===== src/dnle_pkg.sv =====
// Package for the dotted name to label encoder.
// Holds the separator code, default buffer depth and the controller/datapath structs.
// No dependencies.
`timescale 1ns / 1ps
`default_nettype none

package dnle_pkg;

    // Character that separates labels in the dotted name.
    localparam logic [7:0] SEP_CHAR = 8'h2E;

    // Default depth of the label buffer in characters.
    localparam int DEFAULT_LABEL_DEPTH = 32;

    // Bit positions inside the result tuser.
    localparam int USER_IS_LENGTH = 0;
    localparam int USER_OVERFLOW  = 1;
    localparam int USER_RUN_LAST  = 2;
    localparam int USER_W         = 3;

    // Commands from the controller to the datapath.
    typedef struct packed {
        logic accept;     // take the input word, buffer it if it is a character
        logic load_len;   // load the label length word into the output register
        logic load_char;  // load the next buffered character
        logic load_trail; // load the zero length word of a trailing empty label
        logic mark_last;  // the word loaded now is the last one of this input
    } dnle_cmd_t;

    // Status from the datapath to the controller.
    typedef struct packed {
        logic in_is_dot;  // the word on the input is a separator
        logic dot_seen;   // the accepted word was a separator
        logic fin_seen;   // the accepted word was the final character
        logic n_zero;     // the current label is empty
        logic last_char;  // the character to load next is the label's last
        logic out_free;   // the output register can take a word this cycle
    } dnle_status_t;

endpackage

`default_nettype wire


===== src/dnle_ctrl.sv =====
// Controller state machine of the dotted name to label encoder.
// Sequences accept, length word, character words and trailing empty label.
// Depends on dnle_pkg.
`timescale 1ns / 1ps
`default_nettype none

module dnle_ctrl
    import dnle_pkg::*;
(
    input  wire logic         aclk,
    input  wire logic         aresetn,
    input  wire logic         s_tvalid,
    input  wire logic         s_tlast,
    output logic              s_tready,
    input  wire dnle_status_t status,
    output dnle_cmd_t         cmd
);

    typedef enum logic [1:0] {
        ST_IDLE,
        ST_LEN,
        ST_CHAR,
        ST_TRAIL
    } state_t;

    state_t state_reg;
    state_t state_next;
    logic   trail_due;

    // A final separator leaves an empty label to close after the current one.
    assign trail_due = status.dot_seen && status.fin_seen;
    assign s_tready  = (state_reg == ST_IDLE);

    // Next state and commands.
    always_comb begin
        state_next     = state_reg;
        cmd            = '0;
        unique case (state_reg)
            ST_IDLE: begin
                if (s_tvalid) begin
                    cmd.accept = 1'b1;
                    if (status.in_is_dot || s_tlast) begin
                        state_next = ST_LEN;
                    end
                end
            end
            ST_LEN: begin
                if (status.out_free) begin
                    cmd.load_len  = 1'b1;
                    cmd.mark_last = status.n_zero && !trail_due;
                    if (!status.n_zero) begin
                        state_next = ST_CHAR;
                    end else if (trail_due) begin
                        state_next = ST_TRAIL;
                    end else begin
                        state_next = ST_IDLE;
                    end
                end
            end
            ST_CHAR: begin
                if (status.out_free) begin
                    cmd.load_char = 1'b1;
                    cmd.mark_last = status.last_char && !trail_due;
                    if (status.last_char) begin
                        state_next = trail_due ? ST_TRAIL : ST_IDLE;
                    end
                end
            end
            ST_TRAIL: begin
                if (status.out_free) begin
                    cmd.load_trail = 1'b1;
                    cmd.mark_last  = 1'b1;
                    state_next     = ST_IDLE;
                end
            end
            default: begin
                state_next = ST_IDLE;
            end
        endcase
    end

    // State register.
    always_ff @(posedge aclk) begin
        if (!aresetn) begin
            state_reg <= ST_IDLE;
        end else begin
            state_reg <= state_next;
        end
    end

endmodule

`default_nettype wire


===== src/dnle_datapath.sv =====
// Datapath of the dotted name to label encoder: label buffer memory,
// count and overflow flag, read pointer and the output register.
// Depends on dnle_pkg.
`timescale 1ns / 1ps
`default_nettype none

module dnle_datapath
    import dnle_pkg::*;
#(
    parameter int LABEL_DEPTH = DEFAULT_LABEL_DEPTH
)(
    input  wire logic              aclk,
    input  wire logic              aresetn,
    input  wire logic [7:0]        s_tdata,
    input  wire logic              s_tlast,
    output logic [7:0]             m_tdata,
    output logic [USER_W-1:0]      m_tuser,
    output logic                   m_tlast,
    output logic                   m_tvalid,
    input  wire logic              m_tready,
    input  wire dnle_cmd_t         cmd,
    output dnle_status_t           status
);

    localparam int IDX_W = (LABEL_DEPTH > 1) ? $clog2(LABEL_DEPTH) : 1;
    localparam int CNT_W = $clog2(LABEL_DEPTH + 1);
    localparam logic [CNT_W-1:0] DEPTH_C = CNT_W'(LABEL_DEPTH);

    logic [7:0]       label_mem [LABEL_DEPTH];
    logic [7:0]       rd_data_reg;
    logic [CNT_W-1:0] count_reg;
    logic             ovf_reg;
    logic             dot_reg;
    logic             fin_reg;
    logic [IDX_W-1:0] idx_reg;
    logic [CNT_W-1:0] idx_plus;
    logic [IDX_W-1:0] rd_addr;
    logic             rd_en;
    logic             in_is_dot;
    logic             can_store;
    logic             label_done;

    logic [7:0]        out_data_reg;
    logic [USER_W-1:0] out_user_reg;
    logic              out_last_reg;
    logic              out_valid_reg;
    logic              out_load;

    assign in_is_dot = (s_tdata == SEP_CHAR);
    assign can_store = (count_reg < DEPTH_C);
    assign idx_plus  = CNT_W'(idx_reg) + CNT_W'(1);

    // The label is finished once its last word has gone to the output register.
    assign label_done = (cmd.load_len && (count_reg == '0))
                     || (cmd.load_char && (idx_plus == count_reg));

    // Read one character ahead: entry 0 with the length word, then the next one.
    always_comb begin
        rd_en   = cmd.load_len || cmd.load_char;
        rd_addr = '0;
        if (cmd.load_char && (idx_plus < DEPTH_C)) begin
            rd_addr = idx_plus[IDX_W-1:0];
        end
    end

    // Status toward the controller.
    always_comb begin
        status.in_is_dot = in_is_dot;
        status.dot_seen  = dot_reg;
        status.fin_seen  = fin_reg;
        status.n_zero    = (count_reg == '0);
        status.last_char = (idx_plus == count_reg);
        status.out_free  = !out_valid_reg || m_tready;
    end

    // Label buffer memory.
    always_ff @(posedge aclk) begin
        if (cmd.accept && !in_is_dot && can_store) begin
            label_mem[count_reg[IDX_W-1:0]] <= s_tdata;
        end
        if (rd_en) begin
            rd_data_reg <= label_mem[rd_addr];
        end
    end

    // Label count, overflow flag and the flags of the accepted word.
    always_ff @(posedge aclk) begin
        if (!aresetn) begin
            count_reg <= '0;
            ovf_reg   <= 1'b0;
            dot_reg   <= 1'b0;
            fin_reg   <= 1'b0;
        end else begin
            if (cmd.accept) begin
                dot_reg <= in_is_dot;
                fin_reg <= s_tlast;
                if (!in_is_dot) begin
                    if (can_store) begin
                        count_reg <= count_reg + CNT_W'(1);
                    end else begin
                        ovf_reg <= 1'b1;
                    end
                end
            end else if (label_done) begin
                count_reg <= '0;
                ovf_reg   <= 1'b0;
            end
        end
    end

    // Character pointer within the label being drained.
    always_ff @(posedge aclk) begin
        if (cmd.load_len) begin
            idx_reg <= '0;
        end else if (cmd.load_char) begin
            idx_reg <= idx_plus[IDX_W-1:0];
        end
    end

    // Output register.
    assign out_load = cmd.load_len || cmd.load_char || cmd.load_trail;

    always_ff @(posedge aclk) begin
        if (!aresetn) begin
            out_valid_reg <= 1'b0;
        end else if (out_load) begin
            out_valid_reg <= 1'b1;
        end else if (m_tready) begin
            out_valid_reg <= 1'b0;
        end
    end

    always_ff @(posedge aclk) begin
        if (out_load) begin
            if (cmd.load_len) begin
                out_data_reg <= 8'(count_reg);
            end else if (cmd.load_char) begin
                out_data_reg <= rd_data_reg;
            end else begin
                out_data_reg <= 8'h00;
            end
            out_user_reg[USER_IS_LENGTH] <= !cmd.load_char;
            out_user_reg[USER_OVERFLOW]  <= cmd.load_trail ? 1'b0 : ovf_reg;
            out_user_reg[USER_RUN_LAST]  <= cmd.mark_last;
            out_last_reg                 <= cmd.mark_last && fin_reg;
        end
    end

    assign m_tdata  = out_data_reg;
    assign m_tuser  = out_user_reg;
    assign m_tlast  = out_last_reg;
    assign m_tvalid = out_valid_reg;

    // The count saturates at the buffer depth.
    assert property (@(posedge aclk) disable iff (!aresetn)
        count_reg <= DEPTH_C)
        else $error("label count above buffer depth");

    // At most one datapath operation per cycle.
    assert property (@(posedge aclk) disable iff (!aresetn)
        $onehot0({cmd.accept, cmd.load_len, cmd.load_char, cmd.load_trail}))
        else $error("conflicting datapath commands");

    // A trailing empty label is a zero length word that ends the name.
    assert property (@(posedge aclk) disable iff (!aresetn)
        cmd.load_trail |=> (m_tvalid && m_tlast && (m_tdata == 8'h00)
                            && m_tuser[USER_IS_LENGTH] && m_tuser[USER_RUN_LAST]))
        else $error("trailing empty label word malformed");

    // A word is only loaded when the output register is free.
    assert property (@(posedge aclk) disable iff (!aresetn)
        out_load |-> (!out_valid_reg || m_tready))
        else $error("output word overwritten before it was taken");

endmodule

`default_nettype wire


===== src/dotted_name_to_label_encoder_core.sv =====
// Top level of the dotted name to label encoder.
// Joins dnle_ctrl and dnle_datapath; depends on dnle_pkg.
`timescale 1ns / 1ps
`default_nettype none

// Takes a dotted name one character word at a time (s_tlast on the last one)
// and emits length-prefixed labels, one byte word per cycle while m_tready is
// high. A plain character that is not final is taken without holding the input
// off and gives no output. A separator or the final character holds the input
// off while the label drains through the single output register: first the
// length word, then the buffered characters, and a final separator adds the
// zero length word of its empty label. Labels longer than LABEL_DEPTH are cut
// to LABEL_DEPTH characters with the overflow flag set on all their words.
// m_tlast marks the last word of the name; no terminating zero is added.
module dotted_name_to_label_encoder_core
    import dnle_pkg::*;
#(
    parameter int LABEL_DEPTH = DEFAULT_LABEL_DEPTH
)(
    input  wire logic              aclk,
    input  wire logic              aresetn,
    input  wire logic [7:0]        s_tdata,   // [7:0] in_char
    input  wire logic              s_tlast,   // final_char
    input  wire logic              s_tvalid,
    output logic                   s_tready,
    output logic [7:0]             m_tdata,   // [7:0] out_byte
    output logic [USER_W-1:0]      m_tuser,   // [0] is_length, [1] label_overflow,
                                              // [2] run_last
    output logic                   m_tlast,   // name_end
    output logic                   m_tvalid,
    input  wire logic              m_tready
);

    dnle_cmd_t    cmd;
    dnle_status_t status;

    dnle_ctrl u_ctrl (
        .aclk     (aclk),
        .aresetn  (aresetn),
        .s_tvalid (s_tvalid),
        .s_tlast  (s_tlast),
        .s_tready (s_tready),
        .status   (status),
        .cmd      (cmd)
    );

    dnle_datapath #(
        .LABEL_DEPTH (LABEL_DEPTH)
    ) u_datapath (
        .aclk     (aclk),
        .aresetn  (aresetn),
        .s_tdata  (s_tdata),
        .s_tlast  (s_tlast),
        .m_tdata  (m_tdata),
        .m_tuser  (m_tuser),
        .m_tlast  (m_tlast),
        .m_tvalid (m_tvalid),
        .m_tready (m_tready),
        .cmd      (cmd),
        .status   (status)
    );

endmodule

`default_nettype wire


===== config.mk =====
export PLATFORM = sky130hd
export DESIGN_NAME = dotted_name_to_label_encoder_core
export DESIGN_NICKNAME = d
export VERILOG_FILES = /design/src/dnle_pkg.sv /design/src/dnle_ctrl.sv /design/src/dnle_datapath.sv /design/src/dotted_name_to_label_encoder_core.sv
export SDC_FILE = /design/constraint.sdc
export NUM_CORES = 1
export LEC_CHECK = 0
export ABC_AREA = 1
export BUFFER_PORTS_ARGS = -buffer_cell sky130_fd_sc_hd__buf_2
export CAP_MARGIN = 25
export CORE_UTILIZATION = 45
export DETAILED_ROUTE_END_ITERATION = 6
export GPL_ROUTABILITY_DRIVEN = 0
export PLACE_DENSITY = 0.66
export RECOVER_POWER = 50
export SYNTH_ARGS = -nofsm -noshare
export SYNTH_HDL_FRONTEND = slang
export SYNTH_HIERARCHICAL = 1
export SYNTH_SLANG_ARGS = --single-unit

===== constraint.sdc =====
create_clock -name aclk -period 3.95 [get_ports aclk]
set_clock_uncertainty 0.05 [all_clocks]
set_input_delay 0.79 -clock aclk [delete_from_list [all_inputs] [get_ports aclk]]
set_output_delay 0.79 -clock aclk [all_outputs]
set_load 0.01 [all_outputs]

==> out/qor.yml <==
dr.max_layer_used: "met4"
min_to: "u_datapath/fin_reg"
finalSetupViolations: 0
violations: "max-capacitance violations, max-slew violations"
root_buffer: "clkbuf_16"
rsz0062_at_grt: "no"
nets: 1133
yosys_warnings: 6
cts_buffer_depth: 3
fmax_mhz: 335
wl_met2_um: 13200
path_cells: "inv_1 -> ha_1 -> nand2_1 -> inv_1 -> clkbuf_1 -> nand2_1 -> nor2_2 -> buf_12 -> inv_1 -> buf_4 -> nand3_1 -> nand3_1 -> nand2_1 -> nand2_1 -> nand2_1"
vias: 8076
grt_pass1_vias: 7885
ant_nets: 0
wl_per_cell_um: 19.7
fp.dieW_um: 168
cts_setup_buffers: 0
overflow: 0
clk_pin_slew_worst_paths_ns: 0.06
slew_viol_final: 261
grt_pass1_wl_um: 45000
viasPerCell: 5.48
critPathLaunchType: "register"
drt_iter0_drc: 910
hpwl_um: 17200
reg2reg_to: "u_datapath/rd_data_reg[7]"
holdBufCountCts: 0
clock_sinks: 293
initial_utilization_pct: 46.0
dr.pass1.iters: 6
p_per_area_nw_per_um2: 464
synth_seq_cells: 293
synthCells: 1065
max_slew_margin_pct: -24.5
syn_nets: 1087
design.die.area_um2: 28300
period_share_pct: 75.6
ctsResizeCount: 0
leakagePower_nw: 4.88
status: "complete, but fails checks"
post-route-util_pct: 51.7
fillCellCount: 2328
core_area_um2: 27000
grt.total_usage_pct: 20.8
syn_area_per_cell_um2: 11.7
criticalPathCategory: "reg -> reg"
regToRegSetupSlack_ns: 0.96
totalWireLength_um: 29000
cp.required_ns: 4.32
htree_num_levels: 1
end_kind: "register"
hold_class: "in -> reg"
dp.cells: 1420
synth_seq_area_share_pct: 69.4
netlist_area_um2: 12400
diodes: 0
synthToLayoutAreaGrowth_pct: 12.3
tritoncts: "built"
cap_violations: 8
cpPeakStageDelay_ns: 0.45
wl_met1_um: 12800
clk_latency_ns: 0.58
tns_ns: 0
seqCellArea_um2: 8630
tightestPinTransition_ns: 1.87
crit_top_cell: "nand2_1"
ir_drop_mv: 0.335
drive_above_1_share_pct: 9.62
cts_buffers: 30
power_w: 0.00648
cp_max_fo: 33
timing.rr.start: "u_ctrl/state_reg[0]"
numPortBuffers: 26
drc: 0
fp.dieH_um: 168
finalHoldViolCount: 0
synth_cell_types: 32
cpMaxStageDelayCell: "clkbuf_1"
mostFrequentLayoutCells: "edfxtp_1 (276), nor2_1 (173), nand3_1 (124), nand2_1 (121), o21ai_0 (69)"
min_period_ns: 2.99
dr_wl_met3_um: 1930
crit_arrival_ns: 3.36
antenna_found_initial: 0
final_common_cell: "edfxtp_1"
min_path_cells: 3
multi_input_area_um2: 3330
largest_reg_flops: 256
reg2reg_depth: 15
ios: 27
hold_start: "s_tlast"
grt_max_degree: 129
fp-row-count: 60
fin_cells: 1474
report_power, final:
part	internal [W]	switching, W
clock	0.00146	0.00116
combinational	0.0000927	0.000258
sequential	0.00348	0.0000296
total	0.00503	0.00145
Yosys cell counts, drive strengths merged:
| cell | instances | area share [%] |
|---|---|---|
| or2 | 65 | 3.3 |
| nand2 | 121 | 3.7 |
| clkinv | 1 | 0.030 |
| nand4 | 3 | 0.20 |
| nand3b | 1 | 0.060 |
| edfxtp | 276 | 67 |
| inv | 50 | 1.5 |
| clkbuf | 27 | 0.82 |
| nor3 | 1 | 0.040 |
| ha | 9 | 0.91 |
| a21o | 8 | 0.48 |
| nor4 | 1 | 0.050 |
| dfxtp | 17 | 2.7 |
| o22ai | 3 | 0.15 |
| o211ai | 64 | 3.9 |
| nand3 | 126 | 5.1 |
| nor3b | 1 | 0.060 |
| o21ai | 71 | 2.9 |
| a21oi | 11 | 0.47 |
| nor2 | 177 | 5.4 |
| buf | 31 | 1.5 |
| xnor2 | 1 | 0.070 |
kinds of logic (layout without fill, tap and decap cells):
logic type               Yosys count  count (layout)  synth area share, %
buffers and inverters            109             177                 3.90
AO/OA/AOI/OAI                    157             157                 7.83
adder cells (fa/ha/maj)            9               9                0.906
XOR/XNOR                           1               1               0.0705
AND/OR/NAND/NOR                  496             496                 17.9
flip-flops                       293             293                 69.4
metrics by stage:
step                      hold slack [ns]  instance area, um^2  setup slack [ns]
final                               0.431                14000             0.962
after global routing                0.452                14000             0.732
after CTS                           0.417                14000              1.09
after detailed placement            0.452                13100             0.736
after global placement              0.433                13100             0.824
after floorplan                     0.403                12400              1.43
layout make-up:
class                      instances  share of cell area (%)
tap                              341                    3.06
multi-input combinational        663                    23.9
clock inverter                    17                   0.986
inverter                          51                    1.38
sequential                       293                    61.8
clock buffer                      37                    5.57
timing repair buffer              72                    3.32
layer usage:
layer / vias to the layer above / global-route usage (%)
li1: 3870 / -
met4: 0 / 8.14
met3: 65 / 4.14
met1: 3864 / 29.2
met2: 277 / 31.9
met5: - / 0
how the worst max path moves through the flow:
stage	slack, ns	endpoint	cells after the start	from
2_1_floorplan	1.43	u_datapath/rd_data_reg[1]	16	m_tready
5_1_grt	0.73	u_datapath/label_mem[20][1]	10	u_ctrl/state_reg[1]
3_3_place_gp	0.82	u_datapath/label_mem[16][6]	9	s_tdata[1]
3_5_place_dp	0.74	u_datapath/label_mem[20][6]	9	s_tdata[1]
4_1_cts	1.09	u_datapath/label_mem[20][6]	10	u_ctrl/state_reg[1]
6_report	0.96	u_datapath/rd_data_reg[7]	15	u_ctrl/state_reg[0]
worst max-delay path, delay by kind of cell, from the launching register on:
family                     cells  cell delay, ns
DFF                            1            0.34
buffers and inverters          6            1.15
and+or+nand+nor                8            1.07
adders and majority gates      1            0.21
(Power assumes the default switching activity.)
